[config.mk]
export PLATFORM = sky130hd
export DESIGN_NAME = tpr_divider
export DESIGN_NICKNAME = d
export VERILOG_FILES = /design/src/sv/three_prime_rsa_crt_cipher_macros.svh /design/src/sv/tpr_pkg.sv /design/src/sv/tpr_divider.sv
export SDC_FILE = /design/constraint.sdc
export NUM_CORES = 1
export LEC_CHECK = 0
export ABC_CLOCK_PERIOD_IN_PS = 28000
export BUFFER_PORTS_ARGS = -buffer_cell sky130_fd_sc_hd__buf_2
export CORE_MARGIN = 8
export CORE_UTILIZATION = 55
export DETAILED_ROUTE_END_ITERATION = 12
export PLACE_DENSITY = 0.77
export SLEW_MARGIN = 10
export SYNTH_ARGS = -nofsm -noshare
export SYNTH_HDL_FRONTEND = slang
export SYNTH_SLANG_ARGS = --single-unit
[constraint.sdc]
create_clock -name clk -period 28 [get_ports clk]
set_clock_uncertainty 0.2 [all_clocks]
set_input_delay 0 -clock clk [delete_from_list [all_inputs] [get_ports clk]]
set_output_delay 0 -clock clk [all_outputs]
set_load 0.01 [all_outputs]
[src/sv/three_prime_rsa_crt_cipher_macros.svh]
// Assertion helpers for the cipher block
`ifndef THREE_PRIME_RSA_CRT_CIPHER_MACROS_SVH
`define THREE_PRIME_RSA_CRT_CIPHER_MACROS_SVH
`define ASSERT_IMPL(label, pre, post) \
  label: assert property (@(posedge clk) disable iff (rst) (pre) |-> (post)) \
    else $error("assertion failed");
`define ASSERT_NEXT(label, pre, post) \
  label: assert property (@(posedge clk) disable iff (rst) (pre) |=> (post)) \
    else $error("assertion failed");
`endif

[src/sv/tpr_pkg.sv]
package tpr_pkg;
  localparam int WORD_W = 30;
  localparam int WIDE_W = 64;
  typedef enum logic [2:0] {
    REG_PUB = 3'd0,
    REG_PRIV = 3'd1,
    REG_P1 = 3'd2,
    REG_P2 = 3'd3,
    REG_P3 = 3'd4,
    REG_MOD = 3'd5
  } reg_idx_t;
  typedef struct packed {
    logic start;
    logic [WIDE_W-1:0] num;
    logic [WIDE_W-1:0] den;
  } div_req_t;
  typedef struct packed {
    logic done;
    logic [WIDE_W-1:0] quo;
    logic [WIDE_W-1:0] rem;
  } div_rsp_t;
endpackage

[src/sv/tpr_divider.sv]
module tpr_divider (
  input  logic clk,
  input  logic rst,
  input  tpr_pkg::div_req_t req,
  output tpr_pkg::div_rsp_t rsp
);
  import tpr_pkg::*;
  logic busy;
  logic [6:0] cnt;
  logic [WIDE_W-1:0] quo, den;
  logic [WIDE_W:0] rem;
  logic [WIDE_W:0] trial;

  assign trial = {rem[WIDE_W-1:0], quo[WIDE_W-1]} - {1'b0, den};

  // restoring division, one quotient bit a cycle; divide by zero gives zeros
  always_ff @(posedge clk) begin
    if (rst) begin
      busy <= 1'b0;
      rsp.done <= 1'b0;
      cnt <= '0;
    end else begin
      rsp.done <= 1'b0;
      if (req.start) begin
        busy <= (req.den != '0);
        rsp.done <= (req.den == '0);
        rsp.quo <= '0;
        rsp.rem <= '0;
        quo <= req.num;
        den <= req.den;
        rem <= '0;
        cnt <= 7'(WIDE_W);
      end else if (busy) begin
        if (!trial[WIDE_W]) begin
          rem <= trial;
          quo <= {quo[WIDE_W-2:0], 1'b1};
        end else begin
          rem <= {rem[WIDE_W-1:0], quo[WIDE_W-1]};
          quo <= {quo[WIDE_W-2:0], 1'b0};
        end
        cnt <= cnt - 7'd1;
        if (cnt == 7'd1) begin
          busy <= 1'b0;
          rsp.done <= 1'b1;
          rsp.quo <= !trial[WIDE_W] ? {quo[WIDE_W-2:0], 1'b1} : {quo[WIDE_W-2:0], 1'b0};
          rsp.rem <= !trial[WIDE_W] ? trial[WIDE_W-1:0] : {rem[WIDE_W-2:0], quo[WIDE_W-1]};
        end
      end
    end
  end
endmodule

==> flow_summary.yaml, run 1 <==
yosys:
  synthesis.area_per_instance_sq_um: 11.4
  ys.flop_type: "edfxtp_1"
  synth_area_sq_um: 17300
  synth_fp_nets: 1710
  yosysUniqueCellTypes: 73
  syn_inst: 1512
  synth_edf_count: 320
  synthArstFlopShare: 0
  synth_seq_cells: 329
  yosysSeqAreaShare: 0.567
  ys_warn_count: 0
worst_setup_path:
  crit_family: "compound AO/OA/AOI/OAI gates"
  endpoint_kind: "flip-flop"
  rr_endpoint: "rsp[17]$_SDFFCE_PP0P_"
  critPathLaunchType: "flip-flop"
  worst_ep_required_time_ns: 28.04
  path_buf_inv: 1
  rr_startpoint: "den[0]$_DFFE_PP_"
  worstSetupPathType: "reg2reg"
  regToRegSetupSlack_ns: 23.27
  rr_worst_depth: 12
  critPathLaunch: "den[0]$_DFFE_PP_"
  critPathMaxStageDelay_ns: 0.80
  cp.arrival_ns: 4.77
  crit_path_max_fanout: 76
  cp-endpoint: "rsp[17]$_SDFFCE_PP0P_"
  cp.depth: 12
  critPathSlowestCell: "buf_4"
  path_cells: "ha_1 -> fa_1 -> and2b_1 -> o2111ai_2 -> a2111oi_4 -> o311ai_2 -> a21oi_1 -> o21bai_1 -> a21oi_4 -> buf_4 -> mux2i_1 -> nor2_1"
placed_design:
  hpwlAfterDp_microns: 33100
  portBuffers: 259
  place.gp.congestion: 0.938
  dpl-instance-area_sq_um: 18900
cts:
  cts-resized-gates: 0
  path_clk_slew_ns: 0.06
  clkLatencyLatePin_ns: 0.52
  cts_hold_buffers: 140
  cts_tree: "done"
  cts-htree-levels: 2
  clock_path_buffers: 3
  cts_sinks: 329
  root_buffer: "clkbuf_16"
  cts_made_buffers: 35
  cts_setup_buffers: 0
route:
  finalWirelength_microns: 49300
  drt-pass1-iter-count: 5
  ant_nets: 0
  drt-initial-drc-count: 1262
  drc: 0
  vias: 13600
  vias_per_cell: 5.86
  routedWlPerCell_microns: 21.3
cells_and_area:
  finalCoreUtilization: 0.685
  final-seq-area_sq_um: 9790
  syn2layout_area_growth_pct: 23.8
  final_cell_mix: "edfxtp_1, buf_2, nor2_1, dlygate4sd3_1, a21oi_1"
  nFillCells: 2234
  fin_area_sq_um: 21400
  multi_input_area_sq_um: 6900
  mostFrequentLayoutCell: "edfxtp_1"
  nNetsFinal: 2088
  layout-drive-gt1-share: 0.207
floorplanning:
  die-width_microns: 193
  num_rows: 65
  dieArea_sq_um: 37300
  core_sq_um: 31200
  io-pin-count: 260
  die_h_microns: 193
  initial_core_util: 0.553
global_routing:
  grt_pass1_vias: 13900
  gr-usage-all-layers: 0.255
  grt_antenna_before_repair: 7
  overflow: 0
  grt_pass1_wl_microns: 76600
  grt_max_degree: 92
timing:
  relSlewSlack: 0.189
  period_needed_ns: 4.73
  rsz0062_at_grt: "no"
  slew_violations: 0
  setup_viol: 0
  hold_viol: 0
  tightest_slew_ns: 1.22
  tns_ns: 0
  fmax_ghz: 0.212
  final.period_utilization: 0.169
min_path:
  holdCritPathClass: "in2reg"
  holdPathStages: 2
status:
  status: "finished clean"
job:
  maxCapViolCount: 0
power:
  ir_worst_vdd_uv: 47.8
  p_per_area_nw_per_um2: 62.9
  p_leak_uw: 0.00856
-- layer usage --
layer,routed length (microns),global-route usage,vias to the layer above
met3,3970,0.0692,126
li1,-,-,6317
met1,19800,0.310,6567
met5,30,0,-
met4,1900,0.0986,6
met2,23600,0.428,560
-- state kept, by name (all words and copies together) (netlist names) --
register / cells
rsp: 129
den: 64
quo: 64
rem: 64
cnt: 7
busy: 1
-- area by class of cell --
type / count / area share
timing repair buffer: 408 / 0.129
inverter: 87 / 0.0153
multi-input combinational: 1029 / 0.323
clock buffer: 46 / 0.0439
clock inverter: 12 / 0.00702
antenna: 4 / 0.000468
sequential: 329 / 0.458
tap: 402 / 0.0235
-- cell usage after synthesis (4+ instances only) --
| cell type | count | share of area |
|---|---|---|
| a211o_1 | 6 | 0.0030 |
| nor3_1 | 24 | 0.0070 |
| ha_1 | 66 | 0.048 |
| nand2_1 | 99 | 0.022 |
| buf_2 | 9 | 0.0026 |
| o211ai_1 | 7 | 0.0030 |
| or3_1 | 9 | 0.0033 |
| nor4_1 | 19 | 0.0069 |
| nand2b_1 | 13 | 0.0047 |
| nor2_1 | 176 | 0.038 |
| o21bai_1 | 9 | 0.0039 |
| dfxtp_1 | 9 | 0.010 |
| mux2_1 | 4 | 0.0026 |
| edfxtp_1 | 320 | 0.56 |
| xor2_1 | 21 | 0.011 |
| nand3_1 | 29 | 0.0084 |
| a21oi_1 | 100 | 0.029 |
| mux2_2 | 63 | 0.041 |
| a41oi_1 | 4 | 0.0020 |
| a21o_1 | 21 | 0.0091 |
| nand3b_1 | 4 | 0.0017 |
| and2_1 | 68 | 0.025 |
| o21ai_1 | 11 | 0.0032 |
| o21ai_0 | 60 | 0.017 |
| a31oi_1 | 10 | 0.0036 |
| a211oi_1 | 8 | 0.0035 |
| clkbuf_1 | 53 | 0.012 |
| and3_1 | 5 | 0.0018 |
| buf_6 | 4 | 0.0026 |
| mux2i_1 | 53 | 0.031 |
| nor2b_1 | 4 | 0.0014 |
| nand4_1 | 34 | 0.012 |
| inv_1 | 87 | 0.019 |
| o21a_1 | 12 | 0.0052 |
| or2_2 | 4 | 0.0014 |
| xnor2_1 | 30 | 0.015 |
-- per-stage QoR --
stage	power (uW)	hold WS [ns]	std cells	worst slack [ns]
2_1_floorplan	806	-0.131	1512	16.84
3_3_place_gp	872	-0.00958	2115	23.61
3_5_place_dp	878	-0.00614	2115	23.42
4_1_cts	1340	0.00214	2313	23.36
5_1_grt	1400	0.00616	2317	23.16
6_report	1340	0.0178	2317	23.27
-- kinds of logic after synthesis --
| kind of cell | after synthesis | synth area share |
|---|---|---|
| simple gates | 502 | 0.140 |
| flops | 329 | 0.567 |
| compound gates | 289 | 0.108 |
| buf+inv | 154 | 0.0361 |
| mux | 120 | 0.0744 |
| fa+ha+maj | 67 | 0.0490 |
| xor+xnor | 51 | 0.0259 |
-- report_power, final --
part,total [uW],internal [uW],leakage (uW),switching [uW]
Combinational,301,119,0.00489,183
Sequential,592,578,0.00314,13.9
Clock,451,264,0.000530,188
Total,1340,961,0.00856,384
-- worst min path at each step --
stage                       start                end  slack, ns
after global routing      req[24]  den[24]$_DFFE_PP_      0.006
after detailed placement  req[13]  den[13]$_DFFE_PP_     -0.006
final                     req[23]  den[23]$_DFFE_PP_       0.02
after global placement    req[23]  den[23]$_DFFE_PP_      -0.01
after CTS                 req[20]  den[20]$_DFFE_PP_      0.002
after floorplan               rst    busy$_SDFF_PP0_      -0.13
Note: power is estimated with default switching activity, not from simulation.
==> inputs of run 2 (changes only) <==
--- a/config.mk
+++ b/config.mk
@@ -5,10 +5,10 @@
 export SDC_FILE = /design/constraint.sdc
 export NUM_CORES = 1
 export LEC_CHECK = 0
-export ABC_CLOCK_PERIOD_IN_PS = 28000
+export ABC_CLOCK_PERIOD_IN_PS = 4200
 export BUFFER_PORTS_ARGS = -buffer_cell sky130_fd_sc_hd__buf_2
 export CORE_MARGIN = 8
-export CORE_UTILIZATION = 55
+export CORE_UTILIZATION = 52
 export DETAILED_ROUTE_END_ITERATION = 12
 export PLACE_DENSITY = 0.77
 export SLEW_MARGIN = 10
==> constraint.sdc (replaced) <==
create_clock -name clk -period 4.2 [get_ports clk]
set_clock_uncertainty 0.2 [all_clocks]
set_input_delay 0 -clock clk [delete_from_list [all_inputs] [get_ports clk]]
set_output_delay 0 -clock clk [all_outputs]
set_load 0.01 [all_outputs]
==> flow_summary.yaml, run 2 (synthesis results as in run 1) <==
worst_setup_path:
  crit_path_max_fanout: 40
  regToRegSetupSlack_ns: 0.20
  cp.arrival_ns: 4.04
  path_cells: "inv_1 -> ha_1 -> fa_1 -> and2b_1 -> o2111ai_2 -> a2111oi_4 -> o311ai_2 -> a21oi_2 -> o21bai_1 -> a21oi_4 -> buf_12 -> mux2i_1 -> nor2_1"
  critPathSlowestCell: "a2111oi_4"
  rr_worst_depth: 13
  worst_ep_required_time_ns: 4.24
  critPathMaxStageDelay_ns: 0.45
  worstSetupPathType: "reg2reg"
  cp-endpoint: "rsp[23]$_SDFFCE_PP0P_"
  endpoint_kind: "flip-flop"
  rr_startpoint: "quo[63]$_DFFE_PP_"
  critPathLaunchType: "flip-flop"
  rr_endpoint: "rsp[23]$_SDFFCE_PP0P_"
  critPathLaunch: "quo[63]$_DFFE_PP_"
cells_and_area:
  nNetsFinal: 2106
  syn2layout_area_growth_pct: 25.7
  largest_register: "rsp"
  largest_reg_flops: 129
  final_cell_mix: "edfxtp_1, buf_2, nor2_1, dlygate4sd3_1"
  nFillCells: 2412
  mostFrequentLayoutCell: "edfxtp_1"
  layout-drive-gt1-share: 0.213
floorplanning:
  num_rows: 66
  die-width_microns: 198
  core_sq_um: 32600
  initial_core_util: 0.530
  io-pin-count: 260
  dieArea_sq_um: 39300
  die_h_microns: 198
timing:
  relSlewSlack: 0.238
  tightest_slew_ns: 1.13
  setup_viol: 0
  final.period_utilization: 0.951
  fin_hold_ws_ns: 0.0206
  fmax_ghz: 0.250
  period_needed_ns: 4.00
  hold_viol: 0
  rsz0062_at_grt: "no"
  tns_ns: 0
  slew_violations: 0
route:
  finalWirelength_microns: 50600
  drt-pass1-iter-count: 6
  drt-initial-drc-count: 1357
  vias: 13700
  ant_nets: 0
  vias_per_cell: 5.77
  routedWlPerCell_microns: 21.3
  drc: 0
cts:
  cts_setup_buffers: 0
  path_clk_slew_ns: 0.06
  root_buffer: "clkbuf_16"
  cts_tree: "done"
  cts_made_buffers: 36
  clkLatencyLatePin_ns: 0.53
  clock_path_buffers: 3
  cts-htree-levels: 2
  cts_sinks: 329
placed_design:
  place.gp.congestion: 0.943
  hpwlAfterDp_microns: 34300
  portBuffers: 259
global_routing:
  grt_antenna_before_repair: 6
  grt_util_met3: 0.0547
  use_met1: 0.321
  grt_max_degree: 130
  grt_pass1_vias: 14000
  grt_pass1_wl_microns: 78200
  busiest_layer: "met2"
  grtUsageMet2: 0.423
  overflow: 0
  gr-usage-all-layers: 0.252
min_path:
  holdCritPathClass: "in2reg"
  holdPathStages: 2
power:
  ir_worst_vdd_uv: 249
  intPower_uw: 6460
  pwr-share-clk: 0.340
  comb_power_share: 0.225
  p_leak_uw: 0.00867
  swShare: 0.289
  p_sw_uw: 2630
  power.share.sequential: 0.435
  p_per_area_nw_per_um2: 419
status:
  status: "finished clean"
job:
  maxCapViolCount: 0
-- run 2: power groups by stage --
stage               registers, uW  logic [uW]  clock network, uW
floorplan                    4010        1340                  0
global placement             4000        1840                  0
detailed placement           4010        1880                  0
CTS                          3940        2000               3120
global route                 3970        2220               3260
finish                       3950        2050               3090
-- run 2: how the worst min path moves through the flow --
stage,from,to,slack [ns]
after floorplan,rst,busy$_SDFF_PP0_,-0.13
after global placement,req[16],den[16]$_DFFE_PP_,-0.007
after detailed placement,req[16],den[16]$_DFFE_PP_,-0.005
after CTS,req[51],den[51]$_DFFE_PP_,0.001
after global routing,req[50],den[50]$_DFFE_PP_,0.02
final,req[10],den[10]$_DFFE_PP_,0.02
-- run 2: worst max-delay path, delay by kind of cell (launching register included) --
kind            cells  cell delay, ns
compound gates      6            1.53
fa+ha+maj           2            0.62
buf+inv             2            0.36
flops               1            0.33
mux                 1            0.33
simple gates        2            0.33
-- run 2: final cells by class --
class	count	area, sq um	share of cell area
inverter	87	327	0.0150
timing repair buffer	425	2960	0.136
tap	442	553	0.0255
clock buffer	42	943	0.0435
clock inverter	17	189	0.00870
multi-input combinational	1029	6920	0.319
sequential	329	9790	0.451
antenna	7	17.5	0.000807
-- run 2: per-layer routing --
metal | part of all wire | vias to the layer above
li1 | - | 6352
met1 | 0.40 | 6622
met2 | 0.48 | 633
met3 | 0.082 | 122
met4 | 0.034 | 0
met5 | 0 | -
-- run 2: per-stage QoR --
| step | util | setup WS, ns | instance area, sq um | cells | total power, uW |
|---|---|---|---|---|---|
| detailed placement | 0.583 | 0.214 | 19000 | 2160 | 5880 |
| floorplan | - | -0.479 | 17300 | 1512 | 5350 |
| global placement | 0.583 | 0.326 | 19000 | 2160 | 5840 |
| finish | 0.666 | 0.204 | 21700 | 2378 | 9090 |
| CTS | 0.664 | 0.149 | 21700 | 2370 | 9070 |
| global route | 0.665 | 0.0302 | 21700 | 2376 | 9450 |
-- run 2: timing repair --
item | CTS | global route
hold buffers | 151 | 1
hold endpoints to repair | 151 | 1
endpoints found under the setup margin | 0 | 22
gates resized for setup | 0 | 3
